### config.mk
export PLATFORM = sky130hd
export DESIGN_NAME = timer_compare_countdown_device
export DESIGN_NICKNAME = d
export VERILOG_FILES = /design/src/tcc_pkg.sv /design/src/timer_compare_countdown_device.sv /design/src/tcc_core.sv
export SDC_FILE = /design/constraint.sdc
export NUM_CORES = 1
export LEC_CHECK = 0
export BUFFER_PORTS_ARGS = -buffer_cell sky130_fd_sc_hd__buf_2
export CORE_ASPECT_RATIO = 0.75
export CORE_MARGIN = 3
export CORE_UTILIZATION = 35
export CTS_BUF_LIST = sky130_fd_sc_hd__clkbuf_8
export DETAILED_ROUTE_END_ITERATION = 10
export RECOVER_POWER = 25
export SYNTH_ARGS = -nofsm -noshare
export SYNTH_HDL_FRONTEND = slang
export SYNTH_SLANG_ARGS = --single-unit
### constraint.sdc
create_clock -name i_clk -period 4.2 [get_ports i_clk]
set_clock_uncertainty 0.05 [all_clocks]
set_input_delay 0.42 -clock i_clk [delete_from_list [all_inputs] [get_ports i_clk]]
set_output_delay 0.42 -clock i_clk [all_outputs]
set_load 0.01 [all_outputs]
### src/tcc_pkg.sv
// ----------------------------------------------------------------------------
// tcc_pkg
// Shared types and codes for the timer with compare and countdown.
// ----------------------------------------------------------------------------
`default_nettype none

package tcc_pkg;

    localparam int ActionW = 2;
    localparam int AddrW   = 8;
    localparam int DataW   = 32;
    localparam int CountW  = 64;
    localparam int EventW  = 2;
    localparam int WordW   = AddrW - 2;

    localparam logic [ActionW-1:0] ACT_TICK  = 2'd0;
    localparam logic [ActionW-1:0] ACT_READ  = 2'd1;
    localparam logic [ActionW-1:0] ACT_WRITE = 2'd2;

    localparam logic [WordW-1:0] WORD_WALLCLOCK = 6'd0;
    localparam logic [WordW-1:0] WORD_COUNT_LO  = 6'd1;
    localparam logic [WordW-1:0] WORD_COUNT_HI  = 6'd2;
    localparam logic [WordW-1:0] WORD_CMP_LO    = 6'd3;
    localparam logic [WordW-1:0] WORD_CMP_HI    = 6'd4;
    localparam logic [WordW-1:0] WORD_COUNTDOWN = 6'd5;

    typedef struct packed {
        logic [DataW-1:0]  read_data;
        logic              access_ok;
        logic [EventW-1:0] event_count;
    } t_result;

endpackage

`default_nettype wire

### src/timer_compare_countdown_device.sv
// A result is registered in the output entry, or in the skid entry while the output is held.
// One item per cycle while the skid entry is empty; the 64-bit increment and compare bound the cycle.
// A two-entry output stage keeps accepting while one result waits to be taken.
// Reset (synchronous, active low) clears counter, compare and countdown to zero
// and empties the output stage.
// ----------------------------------------------------------------------------
// timer_compare_countdown_device
// Bus-mapped timer with 64-bit cycle counter, compare event and countdown.
// ----------------------------------------------------------------------------
`default_nettype none

module timer_compare_countdown_device
    import tcc_pkg::*;
(
    input  wire logic               i_clk,
    input  wire logic               i_rst_n,
    input  wire logic               i_s_tvalid,
    output logic                    o_s_tready,
    input  wire logic [39:0]        i_s_tdata,  // address[7:0], write_data[39:8]
    input  wire logic [ActionW-1:0] i_s_tuser,  // action[1:0]
    output logic                    o_m_tvalid,
    input  wire logic               i_m_tready,
    output logic [39:0]             o_m_tdata,  // read_data[31:0], event_count[33:32], zero pad
    output logic                    o_m_tuser   // access_ok
);

    t_result r_out, r_skid, core_res;
    logic    r_out_vld, r_skid_vld;
    logic    push, pop;

    assign o_s_tready = !r_skid_vld;
    assign push       = i_s_tvalid && o_s_tready;
    assign pop        = r_out_vld && i_m_tready;

    tcc_core u_core (
        .i_clk        (i_clk),
        .i_rst_n      (i_rst_n),
        .i_accept     (push),
        .i_action     (i_s_tuser),
        .i_address    (i_s_tdata[AddrW-1:0]),
        .i_write_data (i_s_tdata[AddrW+DataW-1:AddrW]),
        .o_result     (core_res)
    );

    always_ff @(posedge i_clk) begin
        if (!i_rst_n) begin
            r_out_vld  <= 1'b0;
            r_skid_vld <= 1'b0;
        end else if (!r_out_vld || pop) begin
            r_out_vld  <= r_skid_vld || push;
            r_skid_vld <= 1'b0;
        end else if (push) begin
            r_skid_vld <= 1'b1;
        end
    end

    always_ff @(posedge i_clk) begin
        if (!r_out_vld || pop) begin
            r_out <= r_skid_vld ? r_skid : core_res;
        end else if (push) begin
            r_skid <= core_res;
        end
    end

    assign o_m_tvalid = r_out_vld;
    assign o_m_tdata  = {6'd0, r_out.event_count, r_out.read_data};
    assign o_m_tuser  = r_out.access_ok;

`ifndef SYNTHESIS
    a_skid_behind_out: assert property (@(posedge i_clk) disable iff (!i_rst_n)
        r_skid_vld |-> r_out_vld)
        else $error("skid entry held without an output entry");

    a_stall_keeps_out: assert property (@(posedge i_clk) disable iff (!i_rst_n)
        (r_out_vld && !i_m_tready) |=> (r_out_vld && $stable(r_out)))
        else $error("stalled result lost or changed");

    a_skid_drains: assert property (@(posedge i_clk) disable iff (!i_rst_n)
        (r_skid_vld && i_m_tready) |=> (r_out_vld && r_out == $past(r_skid)))
        else $error("skid entry not moved to output");
`endif

endmodule

`default_nettype wire

### src/tcc_core.sv
// ----------------------------------------------------------------------------
// tcc_core
// Timer state and single-pass evaluation of one tick, read or write.
// ----------------------------------------------------------------------------
`default_nettype none

module tcc_core
    import tcc_pkg::*;
(
    input  wire logic               i_clk,
    input  wire logic               i_rst_n,
    input  wire logic               i_accept,
    input  wire logic [ActionW-1:0] i_action,
    input  wire logic [AddrW-1:0]   i_address,
    input  wire logic [DataW-1:0]   i_write_data,
    output t_result                 o_result
);

    logic [CountW-1:0] r_cycle_cnt, n_cycle_cnt;
    logic [CountW-1:0] r_compare,   n_compare;
    logic [DataW-1:0]  r_countdown, n_countdown;

    logic [WordW-1:0]  word;
    logic [CountW-1:0] cnt_inc;
    logic              cmp_hit;
    logic              cd_hit;

    assign word    = i_address[AddrW-1:2];
    assign cnt_inc = r_cycle_cnt + {{(CountW-1){1'b0}}, 1'b1};
    assign cmp_hit = (r_compare != '0) && (cnt_inc == r_compare);
    assign cd_hit  = (r_countdown == {{(DataW-1){1'b0}}, 1'b1});

    always_comb begin
        n_cycle_cnt = r_cycle_cnt;
        n_compare   = r_compare;
        n_countdown = r_countdown;
        o_result    = '0;
        unique case (i_action)
            ACT_TICK: begin
                n_cycle_cnt          = cnt_inc;
                if (r_countdown != '0) begin
                    n_countdown = r_countdown - {{(DataW-1){1'b0}}, 1'b1};
                end
                o_result.access_ok   = 1'b1;
                o_result.event_count = {1'b0, cmp_hit} + {1'b0, cd_hit};
            end
            ACT_READ: begin
                o_result.access_ok = 1'b1;
                unique case (word)
                    WORD_WALLCLOCK: o_result.read_data = '0;
                    WORD_COUNT_LO:  o_result.read_data = r_cycle_cnt[DataW-1:0];
                    WORD_COUNT_HI:  o_result.read_data = r_cycle_cnt[CountW-1:DataW];
                    WORD_CMP_LO:    o_result.read_data = r_compare[DataW-1:0];
                    WORD_CMP_HI:    o_result.read_data = r_compare[CountW-1:DataW];
                    WORD_COUNTDOWN: o_result.read_data = r_countdown;
                    default:        o_result.access_ok = 1'b0;
                endcase
            end
            ACT_WRITE: begin
                o_result.access_ok = 1'b1;
                unique case (word)
                    WORD_CMP_LO:    n_compare[DataW-1:0]      = i_write_data;
                    WORD_CMP_HI:    n_compare[CountW-1:DataW] = i_write_data;
                    WORD_COUNTDOWN: n_countdown               = i_write_data;
                    default:        o_result.access_ok        = 1'b0;
                endcase
            end
            default: begin
                o_result = '0;
            end
        endcase
    end

    always_ff @(posedge i_clk) begin
        if (!i_rst_n) begin
            r_cycle_cnt <= '0;
            r_compare   <= '0;
            r_countdown <= '0;
        end else if (i_accept) begin
            r_cycle_cnt <= n_cycle_cnt;
            r_compare   <= n_compare;
            r_countdown <= n_countdown;
        end
    end

`ifndef SYNTHESIS
    a_tick_advances: assert property (@(posedge i_clk) disable iff (!i_rst_n)
        (i_accept && i_action == ACT_TICK) |=>
            (r_cycle_cnt == $past(cnt_inc)))
        else $error("cycle counter did not advance on tick");

    a_events_tick_only: assert property (@(posedge i_clk) disable iff (!i_rst_n)
        (i_action != ACT_TICK) |-> (o_result.event_count == '0))
        else $error("event raised outside a tick");

    a_counter_held: assert property (@(posedge i_clk) disable iff (!i_rst_n)
        (!i_accept || i_action != ACT_TICK) |=> $stable(r_cycle_cnt))
        else $error("cycle counter moved without a tick");
`endif

endmodule

`default_nettype wire
==> results.toml, run 1 <==
[status]
status = "complete, but fails checks"
violations = "max-capacitance violations, max-slew violations"

[global_routing]
track_usage_pct = 24.3
grt_pass1_vias = 11900
globalRouteOverflowTotal = 0
grt_pass1_wl_um = 75500
antenna_found_initial = 1
grt_max_degree = 78

[cts]
cts_root_buf = "clkbuf_8"
hold_buffers = 0
clock_sinks = 232
clk_pin_slew_ns = 0.07
cts_tree = "done"
cts_setup_buffers = 0
cts_resized = 0
insertion_delay_ns = 0.60
clock_path_buffers = 3
numCtsBuffers = 40
htree_num_levels = 2

[route]
drtIter0Drc = 1710
drtPass1Iterations = 10
ant_nets = 0
vias = 12900
viasPerCell = 5.76
drt-total-wl_um = 49900
avgRoutedWirePerCell_um = 22.3
drcViolationCount = 0

[worst_setup_path]
path_class = "reg -> reg"
crit_required_ns = 4.50
crit_path_max_incr_delay_ns = 0.44
cp_data_arrival_time_ns = 4.31
crit_path_top_delay_cell = "or4_4"
r2r-start = "u_core.r_cycle_cnt[1]"
startpoint_type = "flip-flop"
crit_path_end_kind = "flip-flop"
reg2reg_to = "o_m_tdata[32]"
rrSetupSlack_ns = 0.19
critPathMaxFanout = 4
path_cells = "ha_1, nand3_1, nor4_4, buf_4, nand3_2, mux2i_1, a2111oi_1, o21ai_0, or4_4, nor4_2, buf_4, ha_1, and2_1, mux2_2"
reg2regPathDepth = 14

[layout]
drive_gt1_share_pct = 18.9
antennaDiodeCount = 0
fin_nets = 1750
synthToLayoutAreaGrowth_pct = 18.4
design_area_um2 = 15700

[die]
dieArea_um2 = 40300
ios = 89
die_x_um = 231
core_area_um2 = 37200
num_rows = 61
initial_core_util_pct = 35.6
die_h_um = 175

[sta]
rsz0062_at_grt = "false"
fin_crit_sh_pct = 95.5
fin_setup_tns_ns = 0
whs_ns = 0.0510
setup_viol = 0
finalHoldViolations = 0
worst_pin_slew_ns = 2.58
fin_crit_ns = 4.01
drv_slew = 228
max_freq_ghz = 0.249
slew_headroom_pct = -72.2

[pwr]
p_comb_share_pct = 9.9
finalPower_mw = 5.11
leakagePower_nw = 5.63
pwr-share-seq_pct = 46.9
p_switching_mw = 1.43
swShare_pct = 28.0
vdd_drop_max_mv = 0.269
pwr-share-clk_pct = 43.2
power.internal_mw = 3.67
powerDensity_nw_per_um2 = 325

[synth]
ys_types = 82
synth_top_cell_area_share_pct = 24.5
synthArstFlopShare_pct = 0
syn_inst = 1554
synthTopCellsByArea = "dfxtp_1, edfxtp_1, nand2_1"
ys_ff_latch = 232
syn_area_per_cell_um2 = 8.54
synth_most_common_cell = "nand2_1"
synth_edf_count = 70
synth_warnings = 0
synth-seq-area-share_pct = 40.3
synth_commonest_cells = "nand2_1, dfxtp_1, a21oi_1, nor2_1, clkbuf_1"
yosysTopAreaCell = "dfxtp_1"
synth_area_um2 = 13300
ys.flop_type = "dfxtp_1"

[min_path]
hold_path.class = "in -> reg"
min_to = "u_core.r_compare[5]"
hp-start = "i_s_tdata[13]"
hold_depth = 3

[place]
placed_area_um2 = 14900
place_hpwl_um = 37000
gp_congestion = 0.948
port-buffer-count = 80

[job]
maxCapViolCount = 4
## worst max-delay path by stage
stage	start	end	slack, ns	cells past startpoint
floorplan	u_core.r_cycle_cnt[0]	o_m_tdata[32]	0.63	12
global placement	u_core.r_cycle_cnt[0]	o_m_tdata[32]	0.27	15
detailed placement	u_core.r_cycle_cnt[0]	o_m_tdata[32]	0.22	14
CTS	u_core.r_cycle_cnt[1]	o_m_tdata[32]	0.23	14
global route	u_core.r_cycle_cnt[0]	o_m_tdata[32]	0.02	15
finish	u_core.r_cycle_cnt[1]	o_m_tdata[32]	0.19	14
## state kept, by name, summed over array words and instances (netlist names)
register,count
o_m_tdata,34
o_m_tuser,1
o_m_tvalid,1
r_skid,35
r_skid_vld,1
u_core.r_compare,64
u_core.r_countdown,32
u_core.r_cycle_cnt,64
## through the flow
step,std cells,worst slack (ns),utilization (%)
after detailed placement,2162,0.223,40.1
after global routing,2236,0.0196,42.2
after CTS,2236,0.228,42.3
after floorplan,1559,0.626,-
after global placement,2162,0.273,40.1
final,2236,0.189,42.2
## final cells by class
cell class                      count  area [um^2]
Multi-Input combinational cell   1180         7350
Clock buffer                       47          647
Timing Repair Buffer              229         1480
Clock inverter                     27          189
Inverter                           17         63.8
Sequential cell                   232         5350
Tap cell                          504          631
Fill cell                        3762        21500
## kinds of logic (layout without fill, tap and decap cells)
family | count (synthesis) | after routing | share of synthesized area [%]
mux | 42 | 42 | 3.51
xor+xnor | 137 | 137 | 9.05
simple gates | 634 | 634 | 24.0
other cells | 1 | 6 | 0.0283
compound gates | 357 | 357 | 17.9
buf+inv | 147 | 320 | 4.79
flops | 232 | 232 | 40.3
fa+ha+maj | 4 | 4 | 0.377
## metal layers
metal	vias up	share of wire (%)	track usage (%)	wire, um
met1	6244	47	38.4	23400
met2	664	40	33.7	20200
met5	-	0.016	0	8
li1	5901	-	-	-
met3	68	11	5.25	5550
met4	2	1.6	4.72	805
## power by group through the flow
stage	Sequential, mW	Combinational (mW)	Clock [mW]
5_1_grt	2.40	0.560	2.33
2_1_floorplan	2.44	0.337	0
3_5_place_dp	2.44	0.505	0
4_1_cts	2.39	0.507	2.23
6_report	2.40	0.505	2.21
3_3_place_gp	2.44	0.494	0
## placed cells by master, fill, tap and decap left out, types with 9 or more instances in the layout
| cell | n |
|---|---|
| and3_1 | 10 |
| a222oi_1 | 32 |
| buf_2 | 44 |
| a22o_1 | 32 |
| nand3_1 | 40 |
| a211oi_1 | 10 |
| edfxtp_1 | 70 |
| a21boi_0 | 32 |
| and2_1 | 17 |
| xnor2_1 | 81 |
| dfxtp_1 | 162 |
| nand2_1 | 242 |
| o21ai_0 | 65 |
| a21oi_1 | 124 |
| or3_1 | 25 |
| clkbuf_8 | 47 |
| xor2_1 | 56 |
| nor2_1 | 122 |
| nand4_1 | 33 |
| nor4_1 | 32 |
| a31oi_1 | 9 |
| buf_4 | 145 |
| mux2_2 | 36 |
| inv_1 | 26 |
| nor3_1 | 50 |
| clkbuf_1 | 39 |
## critical path, delay by kind of cell, from the launching register on
kind / cells / cell delay [ns]
buf+inv: 2 / 0.39
flops: 1 / 0.34
fa+ha+maj: 2 / 0.39
simple gates: 6 / 1.50
compound gates: 2 / 0.63
mux: 2 / 0.45
No activity file was read; power rests on OpenSTA's default activity.
==> inputs of run 2 (changes only) <==
Settings changed: CELL_PAD_IN_SITES_DETAIL_PLACEMENT set to 1, CELL_PAD_IN_SITES_GLOBAL_PLACEMENT set to 2, CORE_UTILIZATION 35 to 39, PLACE_DENSITY_LB_ADDON set to 0.1.
==> results.toml, run 2 (synthesis gave the netlist of run 1 again) <==
[sta]
setup_ws_ns = 0.107
fin_setup_tns_ns = 0
slew_headroom_pct = -66.3
fin_crit_sh_pct = 97.4
worst_pin_slew_ns = 2.49
drv_slew = 69
whs_ns = 0.0758
max_freq_ghz = 0.244
rsz0062_at_grt = "false"
setup_viol = 0
finalHoldViolations = 0
fin_crit_ns = 4.09

[worst_setup_path]
crit_path_top_delay_cell = "a2111oi_1"
crit_path_frequent_cell = "buf_4"
startpoint_type = "flip-flop"
path_cells = "nand2_1, nor2_1, and3_1, nand3_1, a2111oi_1, buf_4, o21ai_0, or4_4, nor4_2, buf_4, ha_1, and2_1, mux2_2"
crit_path_max_incr_delay_ns = 0.53
crit_required_ns = 4.46
critPathMaxFanout = 5
crit_path_end_kind = "flip-flop"
cp_top_family = "simple AND/OR/NAND/NOR gates"
path_class = "reg -> reg"
cp_data_arrival_time_ns = 4.35
worstPathBufferInverterCount = 2

[place]
place_ws_ns = 0.127
port-buffer-count = 80
gp_congestion = 0.975
place_hpwl_um = 40900
placed_area_um2 = 14800
dp.cells = 2096

[layout]
layout_common_cells = "nand2_1, dfxtp_1, buf_4"
fill_cells = 3970
drive_gt1_share_pct = 19.2
design_area_um2 = 15700
synthToLayoutAreaGrowth_pct = 18.1
fin_nets = 1749
reg_top3 = "u_core.r_compare x64, u_core.r_cycle_cnt x64, r_skid x35"
layout_commonest_cell = "nand2_1"
finalNonFillerCells = 2174

[cts]
cts_root_buf = "clkbuf_8"
clock_path_buffers = 3
clock_sinks = 232
clk_pin_slew_ns = 0.07
hold_buffers = 0
htree_num_levels = 2
numCtsBuffers = 41
insertion_delay_ns = 0.57
cts_tree = "done"

[die]
die_h_um = 166
ios = 89
core_area_um2 = 32900
initial_core_util_pct = 40.3
num_rows = 57
die_x_um = 219
dieArea_um2 = 36300

[min_path]
hold_path.class = "in -> reg"

[route]
drcViolationCount = 0
drt-total-wl_um = 55600
viasPerCell = 5.97
drtPass1Iterations = 7
vias = 13000
avgRoutedWirePerCell_um = 25.6
ant_nets = 0
drtIter0Drc = 1240

[pwr]
powerDensity_nw_per_um2 = 329
vdd_drop_max_mv = 0.196
leakagePower_nw = 5.64

[global_routing]
grt_pass1_wl_um = 82700
antenna_found_initial = 0
globalRouteOverflowTotal = 0
track_usage_pct = 30.1
grt_pass1_vias = 12900
grt_max_degree = 102

[status]
status = "complete, but fails checks"
violations = "max-capacitance violations, max-slew violations"

[job]
maxCapViolCount = 2
==> run 2: worst paths after layout <==
kind	end	slack, ns	from	depth (start not counted)
setup / recovery	o_m_tdata[32]	0.11	u_core.r_cycle_cnt[37]	13
hold / removal	u_core.r_compare[13]	0.08	i_s_tdata[21]	3
setup reg to reg	o_m_tdata[32]	0.11	u_core.r_cycle_cnt[37]	13
hold reg to reg	u_core.r_countdown[29]	0.46	u_core.r_countdown[29]	2
==> run 2: cell type report <==
| type | count | area, um^2 | area share [%] |
|---|---|---|---|
| antenna | 1 | 2.50 | 0.0160 |
| sequential | 232 | 5350 | 34.1 |
| clock buffer | 45 | 619 | 3.95 |
| inverter | 17 | 66.3 | 0.423 |
| multi-input combinational | 1180 | 7370 | 47.0 |
| tap | 442 | 553 | 3.53 |
| clock inverter | 30 | 219 | 1.40 |
| timing repair buffer | 227 | 1500 | 9.55 |
==> run 2: worst reg2reg max path, delay by kind of cell (launching register included) <==
family / cells / cell delay (ns)
compound gates: 2 / 0.61
fa+ha+maj: 1 / 0.23
buf+inv: 2 / 0.37
flops: 1 / 0.46
mux: 1 / 0.28
simple gates: 7 / 1.84
==> run 2: repair_timing <==
action	CTS	global route
resized for setup	0	6
setup endpoints to repair	0	1
setup buffers	0	2
==> run 2: metrics by stage <==
stage | util, % | power [mW]
global route | 47.6 | 5.38
CTS | 47.6 | 5.22
global placement | 45.1 | 2.95
floorplan | - | 2.77
detailed placement | 45.1 | 2.97
finish | 47.6 | 5.16
==> run 2: metal layers <==
| layer | vias up | wire length [um] | global-route usage (%) | part of all wire, % |
|---|---|---|---|---|
| met1 | 6526 | 25500 | 43.5 | 46 |
| met3 | 87 | 4530 | 7.36 | 8.1 |
| li1 | 5897 | - | - | - |
| met5 | - | 0 | 0 | 0 |
| met4 | 0 | 1440 | 8.19 | 2.6 |
| met2 | 461 | 24200 | 44.7 | 43 |
==> run 2: report_power, final <==
group | leakage (nW) | switching, mW | internal (mW)
Clock | 0.479 | 1.05 | 1.18
Combinational | 3.11 | 0.360 | 0.169
Sequential | 2.05 | 0.0470 | 2.35
